$ cat config.mk
export PLATFORM = sky130hd
export DESIGN_NAME = keypad_debounce_hold_events_core
export DESIGN_NICKNAME = d
export VERILOG_FILES = /design/src/hw/rtl/kdhe_pkg.sv /design/src/hw/rtl/kdhe_lane.sv /design/src/hw/rtl/kdhe_merge.sv /design/src/hw/rtl/keypad_debounce_hold_events_core.sv
export SDC_FILE = /design/constraint.sdc
export NUM_CORES = 2
export LEC_CHECK = 0
export BUFFER_PORTS_ARGS = -buffer_cell sky130_fd_sc_hd__buf_4
export CORE_MARGIN = 2
export CORE_UTILIZATION = 39
export CTS_BUF_LIST = sky130_fd_sc_hd__clkbuf_16
export DETAILED_ROUTE_END_ITERATION = 10
export PLACE_DENSITY = 0.59
export SKIP_LAST_GASP = 1
export SLEW_MARGIN = 20
export SYNTH_ARGS = -nofsm -noshare
export SYNTH_HDL_FRONTEND = slang
export SYNTH_SLANG_ARGS = --single-unit
$ cat constraint.sdc
create_clock -name clk -period 7.7 [get_ports clk]
set_clock_uncertainty 0.1 [all_clocks]
set_input_delay 0 -clock clk [delete_from_list [all_inputs] [get_ports clk]]
set_output_delay 0 -clock clk [all_outputs]
set_load 0.01 [all_outputs]
$ cat src/hw/rtl/kdhe_pkg.sv
// Shared types and constants for the keypad debounce and hold event block.
`timescale 1ns / 1ps

package kdhe_pkg;

    // Number of active keys (1 to 8) and number of level fields on the port
    localparam int NUM_KEYS     = 8;
    localparam int LEVEL_FIELDS = 8;

    localparam int TIME_W  = 32;
    localparam int MS_W    = 16;
    localparam int LEVEL_W = 10;
    localparam int EVENT_W = 5;
    localparam int CFG_IDX_W  = 2;
    localparam int CFG_DATA_W = 16;

    // Configuration register indexes
    localparam logic [CFG_IDX_W-1:0] CFG_DEBOUNCE  = 2'd0;
    localparam logic [CFG_IDX_W-1:0] CFG_HOLD      = 2'd1;
    localparam logic [CFG_IDX_W-1:0] CFG_THRESHOLD = 2'd2;

    // Configuration reset values
    localparam logic [MS_W-1:0]    DEBOUNCE_RST  = 16'd50;
    localparam logic [MS_W-1:0]    HOLD_RST      = 16'd1000;
    localparam logic [LEVEL_W-1:0] THRESHOLD_RST = 10'd512;

    // Item opcodes
    localparam logic OP_SCAN  = 1'b0;
    localparam logic OP_CLEAR = 1'b1;

    // Event code for no event
    localparam logic [EVENT_W-1:0] EVENT_NONE = '0;

    // Per-key state machine
    typedef enum logic [2:0] {
        KEY_UP   = 3'b001,
        KEY_DOWN = 3'b010,
        KEY_HOLD = 3'b100
    } key_state_t;

    // What one key lane reports to the merge stage for the current item
    typedef struct packed {
        logic active;   // key is not UP after this item
        logic held;     // key is HOLD after this item
        logic pressed;  // key was sampled and reads pressed
    } lane_status_t;

endpackage : kdhe_pkg

$ cat src/hw/rtl/kdhe_lane.sv
// One key lane: debounce window, UP/DOWN/HOLD state and toggle time stamp.
`timescale 1ns / 1ps

module kdhe_lane
(
    input  logic                          clk,
    input  logic                          rst_n,
    input  logic                          fire,
    input  logic                          clear,
    input  logic [kdhe_pkg::TIME_W-1:0]   now_ms,
    input  logic [kdhe_pkg::LEVEL_W-1:0]  level,
    input  logic [kdhe_pkg::MS_W-1:0]     debounce_ms,
    input  logic [kdhe_pkg::MS_W-1:0]     hold_ms,
    input  logic [kdhe_pkg::LEVEL_W-1:0]  press_threshold,
    output kdhe_pkg::lane_status_t        status
);
    import kdhe_pkg::*;

    key_state_t          state_reg;
    key_state_t          state_next;
    logic [TIME_W-1:0]   toggle_reg;
    logic [TIME_W-1:0]   toggle_next;
    logic [TIME_W-1:0]   diff;
    logic                sampled;
    logic                pressed;
    logic                was_pressed;
    logic                past_hold;

    // Elapsed time since last toggle, modulo 2^32
    assign diff        = now_ms - toggle_reg;
    assign sampled     = diff > {{(TIME_W-MS_W){1'b0}}, debounce_ms};
    assign past_hold   = diff > {{(TIME_W-MS_W){1'b0}}, hold_ms};
    assign pressed     = level < press_threshold;
    assign was_pressed = (state_reg != KEY_UP);

    // Advance the key machine for a scan item
    always_comb
    begin
        state_next  = state_reg;
        toggle_next = toggle_reg;
        if (sampled)
        begin
            unique case (state_reg)
                KEY_UP:
                begin
                    if (pressed)
                    begin
                        state_next  = KEY_DOWN;
                        toggle_next = now_ms;
                    end
                end
                KEY_DOWN, KEY_HOLD:
                begin
                    if (!pressed)
                    begin
                        state_next  = KEY_UP;
                        toggle_next = now_ms;
                    end
                    else if (past_hold)
                    begin
                        state_next = KEY_HOLD;
                    end
                end
                default:
                begin
                    state_next = KEY_UP;
                end
            endcase
        end
    end

    // Report the post-update state to the merge stage
    assign status.active  = (state_next != KEY_UP);
    assign status.held    = (state_next == KEY_HOLD);
    assign status.pressed = sampled && pressed && (was_pressed || !was_pressed);

    // Commit state on an accepted item; clear releases and restamps
    always_ff @(posedge clk or negedge rst_n)
    begin
        if (!rst_n)
        begin
            state_reg  <= KEY_UP;
            toggle_reg <= '0;
        end
        else if (fire)
        begin
            if (clear)
            begin
                state_reg  <= KEY_UP;
                toggle_reg <= now_ms;
            end
            else
            begin
                state_reg  <= state_next;
                toggle_reg <= toggle_next;
            end
        end
    end

endmodule : kdhe_lane

$ cat src/hw/rtl/kdhe_merge.sv
// Merge stage: priority encoder, event latch, buzzer and output register.
`timescale 1ns / 1ps

module kdhe_merge
(
    input  logic                           clk,
    input  logic                           rst_n,
    input  logic                           fire,
    input  logic                           clear,
    input  kdhe_pkg::lane_status_t         status [kdhe_pkg::NUM_KEYS],
    input  logic                           out_ready,
    output logic                           in_ready,
    output logic                           out_valid,
    output logic [kdhe_pkg::EVENT_W-1:0]   event_code,
    output logic                           buzzer_on
);
    import kdhe_pkg::*;

    logic [EVENT_W-1:0] code;
    logic               any_pressed;
    logic [EVENT_W-1:0] latch_reg;
    logic               valid_reg;
    logic [EVENT_W-1:0] code_reg;
    logic               buzzer_reg;

    // Pick the first key that is not UP; key 0 wins
    always_comb
    begin
        code        = EVENT_NONE;
        any_pressed = 1'b0;
        for (int k = NUM_KEYS - 1; k >= 0; k--)
        begin
            if (status[k].active)
            begin
                code = EVENT_W'(2 * k + 1) + EVENT_W'(status[k].held);
            end
            if (status[k].pressed)
            begin
                any_pressed = 1'b1;
            end
        end
    end

    // Take a new item whenever the output register is empty or draining
    assign in_ready = !valid_reg || out_ready;

    // Hold the result until taken
    always_ff @(posedge clk or negedge rst_n)
    begin
        if (!rst_n)
        begin
            valid_reg <= 1'b0;
            latch_reg <= EVENT_NONE;
        end
        else
        begin
            if (fire)
            begin
                valid_reg <= 1'b1;
                if (!clear)
                begin
                    latch_reg <= code;
                end
            end
            else if (out_ready)
            begin
                valid_reg <= 1'b0;
            end
        end
    end

    // Result payload: report a code only when it differs from the latch; a clear reports none
    always_ff @(posedge clk)
    begin
        if (fire)
        begin
            if (clear)
            begin
                code_reg   <= EVENT_NONE;
                buzzer_reg <= 1'b0;
            end
            else
            begin
                code_reg   <= (code != latch_reg) ? code : EVENT_NONE;
                buzzer_reg <= any_pressed;
            end
        end
    end

    assign out_valid  = valid_reg;
    assign event_code = code_reg;
    assign buzzer_on  = buzzer_reg;

endmodule : kdhe_merge

$ cat src/hw/rtl/keypad_debounce_hold_events_core.sv
// Top level of the keypad debounce and hold event block.
`timescale 1ns / 1ps

// Each accepted item is either a scan (opcode 0) or a clear (opcode 1) and
// gives exactly one result: an event code (0 none, 1+2k key k down, 2+2k key
// k held) and a buzzer flag. All keys are updated in parallel lanes in the
// cycle the item is accepted, and the result is registered at that edge, so
// the block takes one item per clock cycle; it stalls only while a finished
// result waits for out_ready. Configuration writes (debounce_ms, hold_ms,
// press_threshold) take effect on the next item.
module keypad_debounce_hold_events_core
(
    input  logic                              clk,
    input  logic                              rst_n,
    // configuration write port
    input  logic                              cfg_we,
    input  logic [kdhe_pkg::CFG_IDX_W-1:0]    cfg_index,
    input  logic [kdhe_pkg::CFG_DATA_W-1:0]   cfg_data,
    // input items
    input  logic                              in_valid,
    output logic                              in_ready,
    input  logic                              opcode,
    input  logic [kdhe_pkg::TIME_W-1:0]       now_ms,
    input  logic [kdhe_pkg::LEVEL_W-1:0]      level_0,
    input  logic [kdhe_pkg::LEVEL_W-1:0]      level_1,
    input  logic [kdhe_pkg::LEVEL_W-1:0]      level_2,
    input  logic [kdhe_pkg::LEVEL_W-1:0]      level_3,
    input  logic [kdhe_pkg::LEVEL_W-1:0]      level_4,
    input  logic [kdhe_pkg::LEVEL_W-1:0]      level_5,
    input  logic [kdhe_pkg::LEVEL_W-1:0]      level_6,
    input  logic [kdhe_pkg::LEVEL_W-1:0]      level_7,
    // result items
    output logic                              out_valid,
    input  logic                              out_ready,
    output logic [kdhe_pkg::EVENT_W-1:0]      event_code,
    output logic                              buzzer_on
);
    import kdhe_pkg::*;

    logic [MS_W-1:0]    debounce_reg;
    logic [MS_W-1:0]    hold_reg;
    logic [LEVEL_W-1:0] threshold_reg;
    logic               fire;
    logic               clear;
    logic [LEVEL_W-1:0] level_arr [LEVEL_FIELDS];
    lane_status_t       status [NUM_KEYS];

    // Write configuration registers
    always_ff @(posedge clk or negedge rst_n)
    begin
        if (!rst_n)
        begin
            debounce_reg  <= DEBOUNCE_RST;
            hold_reg      <= HOLD_RST;
            threshold_reg <= THRESHOLD_RST;
        end
        else if (cfg_we)
        begin
            unique case (cfg_index)
                CFG_DEBOUNCE:  debounce_reg  <= cfg_data[MS_W-1:0];
                CFG_HOLD:      hold_reg      <= cfg_data[MS_W-1:0];
                CFG_THRESHOLD: threshold_reg <= cfg_data[LEVEL_W-1:0];
                default:       ;
            endcase
        end
    end

    assign fire  = in_valid && in_ready;
    assign clear = (opcode == OP_CLEAR);

    // Gather level ports into lane order
    assign level_arr[0] = level_0;
    assign level_arr[1] = level_1;
    assign level_arr[2] = level_2;
    assign level_arr[3] = level_3;
    assign level_arr[4] = level_4;
    assign level_arr[5] = level_5;
    assign level_arr[6] = level_6;
    assign level_arr[7] = level_7;

    // One lane per active key
    for (genvar k = 0; k < NUM_KEYS; k++)
    begin : g_lane
        kdhe_lane u_lane
        (
            .clk             (clk),
            .rst_n           (rst_n),
            .fire            (fire),
            .clear           (clear),
            .now_ms          (now_ms),
            .level           (level_arr[k]),
            .debounce_ms     (debounce_reg),
            .hold_ms         (hold_reg),
            .press_threshold (threshold_reg),
            .status          (status[k])
        );
    end

    // Combine lane results into one event
    kdhe_merge u_merge
    (
        .clk        (clk),
        .rst_n      (rst_n),
        .fire       (fire),
        .clear      (clear),
        .status     (status),
        .out_ready  (out_ready),
        .in_ready   (in_ready),
        .out_valid  (out_valid),
        .event_code (event_code),
        .buzzer_on  (buzzer_on)
    );

endmodule : keypad_debounce_hold_events_core

# Word-level counts from Yosys, hierarchy flattened
# Index checks and enable logic that the tools add are counted.
[totals]
regBits = 334
inputBits = 136
out_inout_bits = 8
wordCells = 280
[classes]
add_sub_neg = 16
magnitude_cmp = 24
n_eq_ne = 59
n_mux = 106
bitwise = 2
reduce_logical = 50
[ops]
columns = ["cell", "n"]
rows = [
  ["$mux 32", 32],
  ["$gt 32x16->1", 16],
  ["$pmux 32 s2", 8],
  ["$sub 32x32->32", 8],
  ["$mux 3", 40],
  ["$lt 10x10->1", 8],
  ["$eq 3x3->1 const B", 16],
  ["$pmux 3 s2", 8],
  ["$mux 5", 8],
  ["$reduce_and 5->1", 8],
  ["$eq 3x1->1 const B", 8],
  ["$eq 3x2->1 const B", 8],
  ["$ne 3x1->1 const B", 8],
  ["$ne 3x2->1 const B", 8],
  ["$ne 3x3->1 const B", 8],
  ["$reduce_bool 3->1", 8],
  ["$add 4x1->5 const A", 4],
  ["$reduce_bool 2->1", 9],
  ["$reduce_or 2->1", 9],
  ["$mux 1", 10],
  ["$logic_and 1x1->1", 9],
  ["$add 3x1->4 const A", 2],
  ["$reduce_and 2->1", 4],
  ["$ne 5x5->1", 1],
  ["other kinds (8)", 9],
]

# Longest topological paths before layout
[depth]
ltp_word = 19
ltp_mapped = 29
ltp_nobuf = 29

# Hierarchy
# Synthesis repeated with hierarchy kept, for this count alone.
[hier_totals]
hier_cells = 4694
hier_area_um2 = 40536.4
[by_module_without_submodules]
columns = ["mod", "n_inst", "cells_each", "area_each_um2"]
rows = [
  ["kdhe_lane (g_lane[1].u_lane ...)", 5, 558, 4729.5],
  ["kdhe_lane (g_lane[0].u_lane ...)", 3, 574, 4817.1],
  ["keypad_debounce_hold_events_core", 1, 91, 1604.0],
  ["kdhe_merge", 1, 91, 833.3],
]

# Least setup slack after synthesis
# Ideal clock, no wire load.
[synth_timing]
kind = "flip-flop to flip-flop"
start = "register g_lane[3].u_lane.toggle_reg[0]"
end = "register u_merge.code_reg[1], in the netlist u_merge.event_code[1], data pin"
arrival_ns = 5.413
required_ns = 7.332
setup_slack_ns = 1.918
stages_incl_launch_ff = 23
path_buffers = 0
path_cell_list = "dfrtp_1 -> ha_1 -> inv_1 -> fa_1 -> a211oi_1 -> o21ai_0 -> o2111ai_1 -> o211ai_1 -> xor2_1 -> ha_1 -> nand4_1 -> or2_2 -> or4_1 -> o21a_1 -> nand4b_1 -> mux2_2 -> or3_1 -> a21boi_0 -> a21boi_1 -> mux2i_1 -> nand4_1 -> nor4b_4 -> nor3_1"
[synth_between]
elab_chain_len = 15
[synth_lines]
columns = ["item", "line_no", "source"]
rows = [
  ["start: declaration", "kdhe_lane.sv:21", "logic [TIME_W-1:0] toggle_reg;"],
  ["start signal: assignment", "kdhe_lane.sv:90", "toggle_reg <= now_ms;"],
  ["start signal: assignment", "kdhe_lane.sv:95", "toggle_reg <= toggle_next;"],
  ["$sub 32x32->32 (*)", "kdhe_lane.sv:30", "assign diff = now_ms - toggle_reg;"],
  ["$gt 32x16->1", "kdhe_lane.sv:32", "assign past_hold = diff > {{(TIME_W-MS_W){1'b0}}, hold_ms};"],
  ["$mux 3", "kdhe_lane.sv:59", "else if (past_hold)"],
  ["$mux 3", "kdhe_lane.sv:54", "if (!pressed)"],
  ["$pmux 3 s2", "kdhe_lane.sv:43", "unique case (state_reg)"],
  ["$mux 3 (*)", "kdhe_lane.sv:41", "if (sampled)"],
  ["$eq 3x3->1", "kdhe_lane.sv:74", "assign status.held = (state_next == KEY_HOLD);"],
  ["$add 3x1->4", "kdhe_merge.sv:35", "code = EVENT_W'(2 * k + 1) + EVENT_W'(status[k].held);"],
  ["$mux 5 (*) (4 in a row)", "kdhe_merge.sv:33", "if (status[k].active)"],
  ["$ne 5x5->1", "kdhe_merge.sv:84", "code_reg <= (code != latch_reg) ? code : EVENT_NONE;"],
  ["$not 1->1 (no line)", "-", ""],
  ["$reduce_or 2->1 (no line)", "-", ""],
  ["end signal: assignment", "kdhe_merge.sv:84", ""],
  ["end: declaration", "kdhe_merge.sv:23", "logic [EVENT_W-1:0] code_reg;"],
]
# Mark *: on every way between the ends. The rest lies on a longest branch, timed or not.
# A chain may end at the register's enable or synchronous reset.

# Final worst setup path
[layout_timing]
start = "input port now_ms[0] (netlist name)"
end = "register u_merge.code_reg[2], in the netlist u_merge.event_code[2], data pin"
[layout_between]
elab_chain_len = 19
[layout_lines]
columns = ["item", "line_no", "source"]
rows = [
  ["start: declaration", "keypad_debounce_hold_events_core.sv:23", "input logic [kdhe_pkg::TIME_W-1:0] now_ms,"],
  ["$sub 32x32->32", "kdhe_lane.sv:30", ""],
  ["$gt 32x16->1", "kdhe_lane.sv:32", ""],
  ["$mux 3", "kdhe_lane.sv:59", ""],
  ["$mux 3", "kdhe_lane.sv:54", ""],
  ["$pmux 3 s2", "kdhe_lane.sv:43", ""],
  ["$mux 3", "kdhe_lane.sv:41", ""],
  ["$eq 3x3->1", "kdhe_lane.sv:74", ""],
  ["$add 4x1->5", "kdhe_merge.sv:35", ""],
  ["$mux 5 (7 in a row)", "kdhe_merge.sv:33", ""],
  ["$mux 5 (*)", "kdhe_merge.sv:33", ""],
  ["$ne 5x5->1", "kdhe_merge.sv:84", ""],
  ["$not 1->1 (no line)", "-", ""],
  ["$reduce_or 2->1 (no line)", "-", ""],
]
# Marked as above.

==> flow_summary.yaml <==
status:
  outcome: "completed"
drt:
  drc: 0
  wl_um: 128000
  detailroute.via_count: 36000
  detail_route.first_pass.iterations: 8
  final_antenna_net_count: 0
  routed_via_density: 5.81
  drtIter0Drc: 2643
  wire_per_inst_um: 20.6
power:
  static_leakage_nw: 19.1
  power_per_cell_area_nw_per_um2: 349
  fin_total_pwr_mw: 14.7
  ir_worst_vdd_mv: 0.216
sta:
  hold_violations: 0
  finalMaxSlewViolations: 0
  fin_tns_setup_ns: 0
  report.final.setup_viol: 0
  grt_setup_unrepaired: "false"
  slew_headroom_pct: 22.6
  fmax_mhz: 145
  final_critical_path_share_of_the_clock_period_pct: 89.4
  tightest_slew_ns: 1.16
  final_period_minus_worst_setup_slack_ns: 6.88
  setup_ws_ns: 0.816
cells_and_area:
  seq_area_sq_um: 8410
  fill_cells: 9598
  drive_gt1_share_pct: 8.00
  antenna_cells_inserted: 0
  combined_area_of_the_multi_input_logic_cells_sq_um: 26900
  final_net_count: 5609
  final_cell_mix: "ha_1, nand2_1, o21ai_0"
  most_common_cell_after_layout_fill_and_taps_aside: "ha_1"
  largest_reg_flops: 256
  layout.cells.non_filler: 6190
  syn2layout_area_growth_pct: 13.1
  finalCoreUtilization_pct: 44.4
cts:
  cts_resized: 0
  number_of_buffers_added_by_the_clock_tree_synthesis_step: 47
  max-clock-path-buffers: 3
  clkLatencyLatePin_ns: 0.62
  clock-root-buffer: "clkbuf_16"
  numClockSinks: 334
  clk_transition_reported_paths_ns: 0.06
  cts.htree.levels: 2
  tritoncts: "yes"
die:
  core_region_area_sq_um: 95000
  fp-row-count: 113
  die_h_um: 313
  start_util_pct: 39.3
  floorplan.die.width_um: 313
  floorplan.die_area_sq_um: 98300
  io-pin-count: 144
global_routing:
  global_route.usage.total_pct: 25.6
  grt_pass1_vias: 35100
  grt_overflow: 0
  antenna_found_initial: 1
  grt_start_max_net_pins: 123
  grt_first_pass_wirelength_um: 198000
placement:
  place.port_buffers: 143
  place_worst_setup_slack_ns: 0.877
  half_perimeter_wire_length_after_detailed_placement_um: 98700
  dpl.cell_count: 6015
  global_placer_s_final_weighted_congestion: 1.02
synthesis:
  synth-async-reset-ratio_pct: 98.2
  post_synth.cell_area_avg_sq_um: 7.87
  synth.cell_area_sq_um: 37400
  postSynthNetCount: 5469
  synth_flop_cell: "dfrtp_1"
  synth_edf_count: 6
  synth.yosys.warnings: 0
  synth.lib_cells_used.distinct: 100
  ys_seq_elements: 334
  ys_seq_area_share_pct: 22.5
  postSynthCellCount: 4749
setup_path:
  crit_arrival_ns: 7.14
  cp-start-kind: "input pin"
  cp_max_fo: 9
  timing.setup.critical_path_class: "in2reg"
  worst_setup_path_end_kind: "flip-flop"
  data_required_time_of_the_worst_path_ns: 7.95
hold_path:
  timing.hold.worst.class: "in2reg"
job:
  max_cap_violations: 0
[per-layer routing]
layer | track usage, % | up-vias | wire length, um
met5 | 0 | - | 0
met3 | 2.47 | 232 | 6360
met4 | 9.81 | 0 | 5130
met2 | 44.3 | 979 | 60600
met1 | 32.8 | 17100 | 55600
li1 | - | 17600 | -
[stage by stage]
stage	instance area [sq um]	hold WS, ns
3_3_place_gp	39700	0.0552
6_report	42200	0.0330
2_1_floorplan	37400	-0.396
4_1_cts	42200	0.0224
5_1_grt	42200	0.0673
3_5_place_dp	39700	0.0605
[path summary, 6_finish.rpt]
path	from	endpoint	slack (ns)	cells after the start
hold reg to reg	threshold_reg[7]$_DFFE_PN0P_	threshold_reg[7]$_DFFE_PN0P_	0.41	1
min in group asynchronous	rst_n	threshold_reg[3]$_DFFE_PN0P_	0.49	3
setup / recovery	now_ms[0]	u_merge.event_code[2]$_SDFFCE_PP0P_	0.82	25
setup reg to reg	g_lane[3].u_lane.toggle_reg[0]$_DFFE_PN0P_	u_merge.event_code[2]$_SDFFCE_PP0P_	0.89	22
max in group asynchronous	rst_n	g_lane[2].u_lane.toggle_reg[27]$_DFFE_PN0P_	5.10	5
hold / removal	cfg_we	threshold_reg[9]$_DFFE_PN1P_	0.03	3
[what timing repair did]
item	4_1_cts	5_1_grt
hold endpoints to repair	436	0
hold buffers	90	0
setup buffers	0	0
[report_power, final]
group          switching, mW  internal (mW)  total [mW]  leakage (nW)
clock network          0.936           1.38        2.32         0.797
registers              0.189           2.25        2.44          4.07
logic                   6.05           3.92        9.97          14.2
[cell usage after synthesis (89+ instances only)]
| library cell | count | share of area [%] |
|---|---|---|
| nand4_1 | 107 | 1.8 |
| nor2_1 | 245 | 2.5 |
| a21o_1 | 175 | 3.5 |
| a21oi_1 | 387 | 5.2 |
| o21ai_0 | 500 | 6.7 |
| inv_1 | 362 | 3.6 |
| nand2_1 | 551 | 5.5 |
| clkbuf_1 | 142 | 1.4 |
| xnor2_1 | 104 | 2.4 |
| ha_1 | 576 | 19 |
| nand3_1 | 89 | 1.2 |
| dfrtp_1 | 310 | 21 |
[area by class of cell]
| type | count | area share [%] |
|---|---|---|
| clock buffer | 49 | 2.90 |
| inverter | 363 | 3.23 |
| timing repair buffer | 282 | 5.65 |
| tap | 1265 | 3.75 |
| clock inverter | 36 | 0.838 |
| multi-input combinational | 3861 | 63.7 |
| sequential | 334 | 19.9 |
[worst max-delay path, cell delays in order]
cell           delay (ns)
dlygate4sd3_1        0.54
buf_4                0.17
inv_1                0.27
ha_1                 0.23
inv_1                0.06
fa_1                 0.42
a211oi_1             0.22
o21ai_0              0.28
o2111ai_1            0.48
o211ai_1             0.29
xor2_1               0.23
ha_1                 0.34
nand4_1              0.11
or2_2                0.31
or4_1                0.52
o21a_1               0.24
nand4b_1             0.38
mux2_2               0.38
or3_1                0.35
a21boi_0             0.22
a21boi_1             0.27
mux2i_1              0.22
nand4_1              0.18
nor4b_4              0.33
nor3_1               0.08
[logic make-up after synthesis]
group	Yosys count	share of synthesized area (%)
compound gates	1612	27.3
simple gates	1404	18.2
fa+ha+maj	584	19.7
buf+inv	554	5.67
flops	334	22.5
xor+xnor	172	4.03
mux	89	2.58
Note: power is estimated with default switching activity, not from simulation.
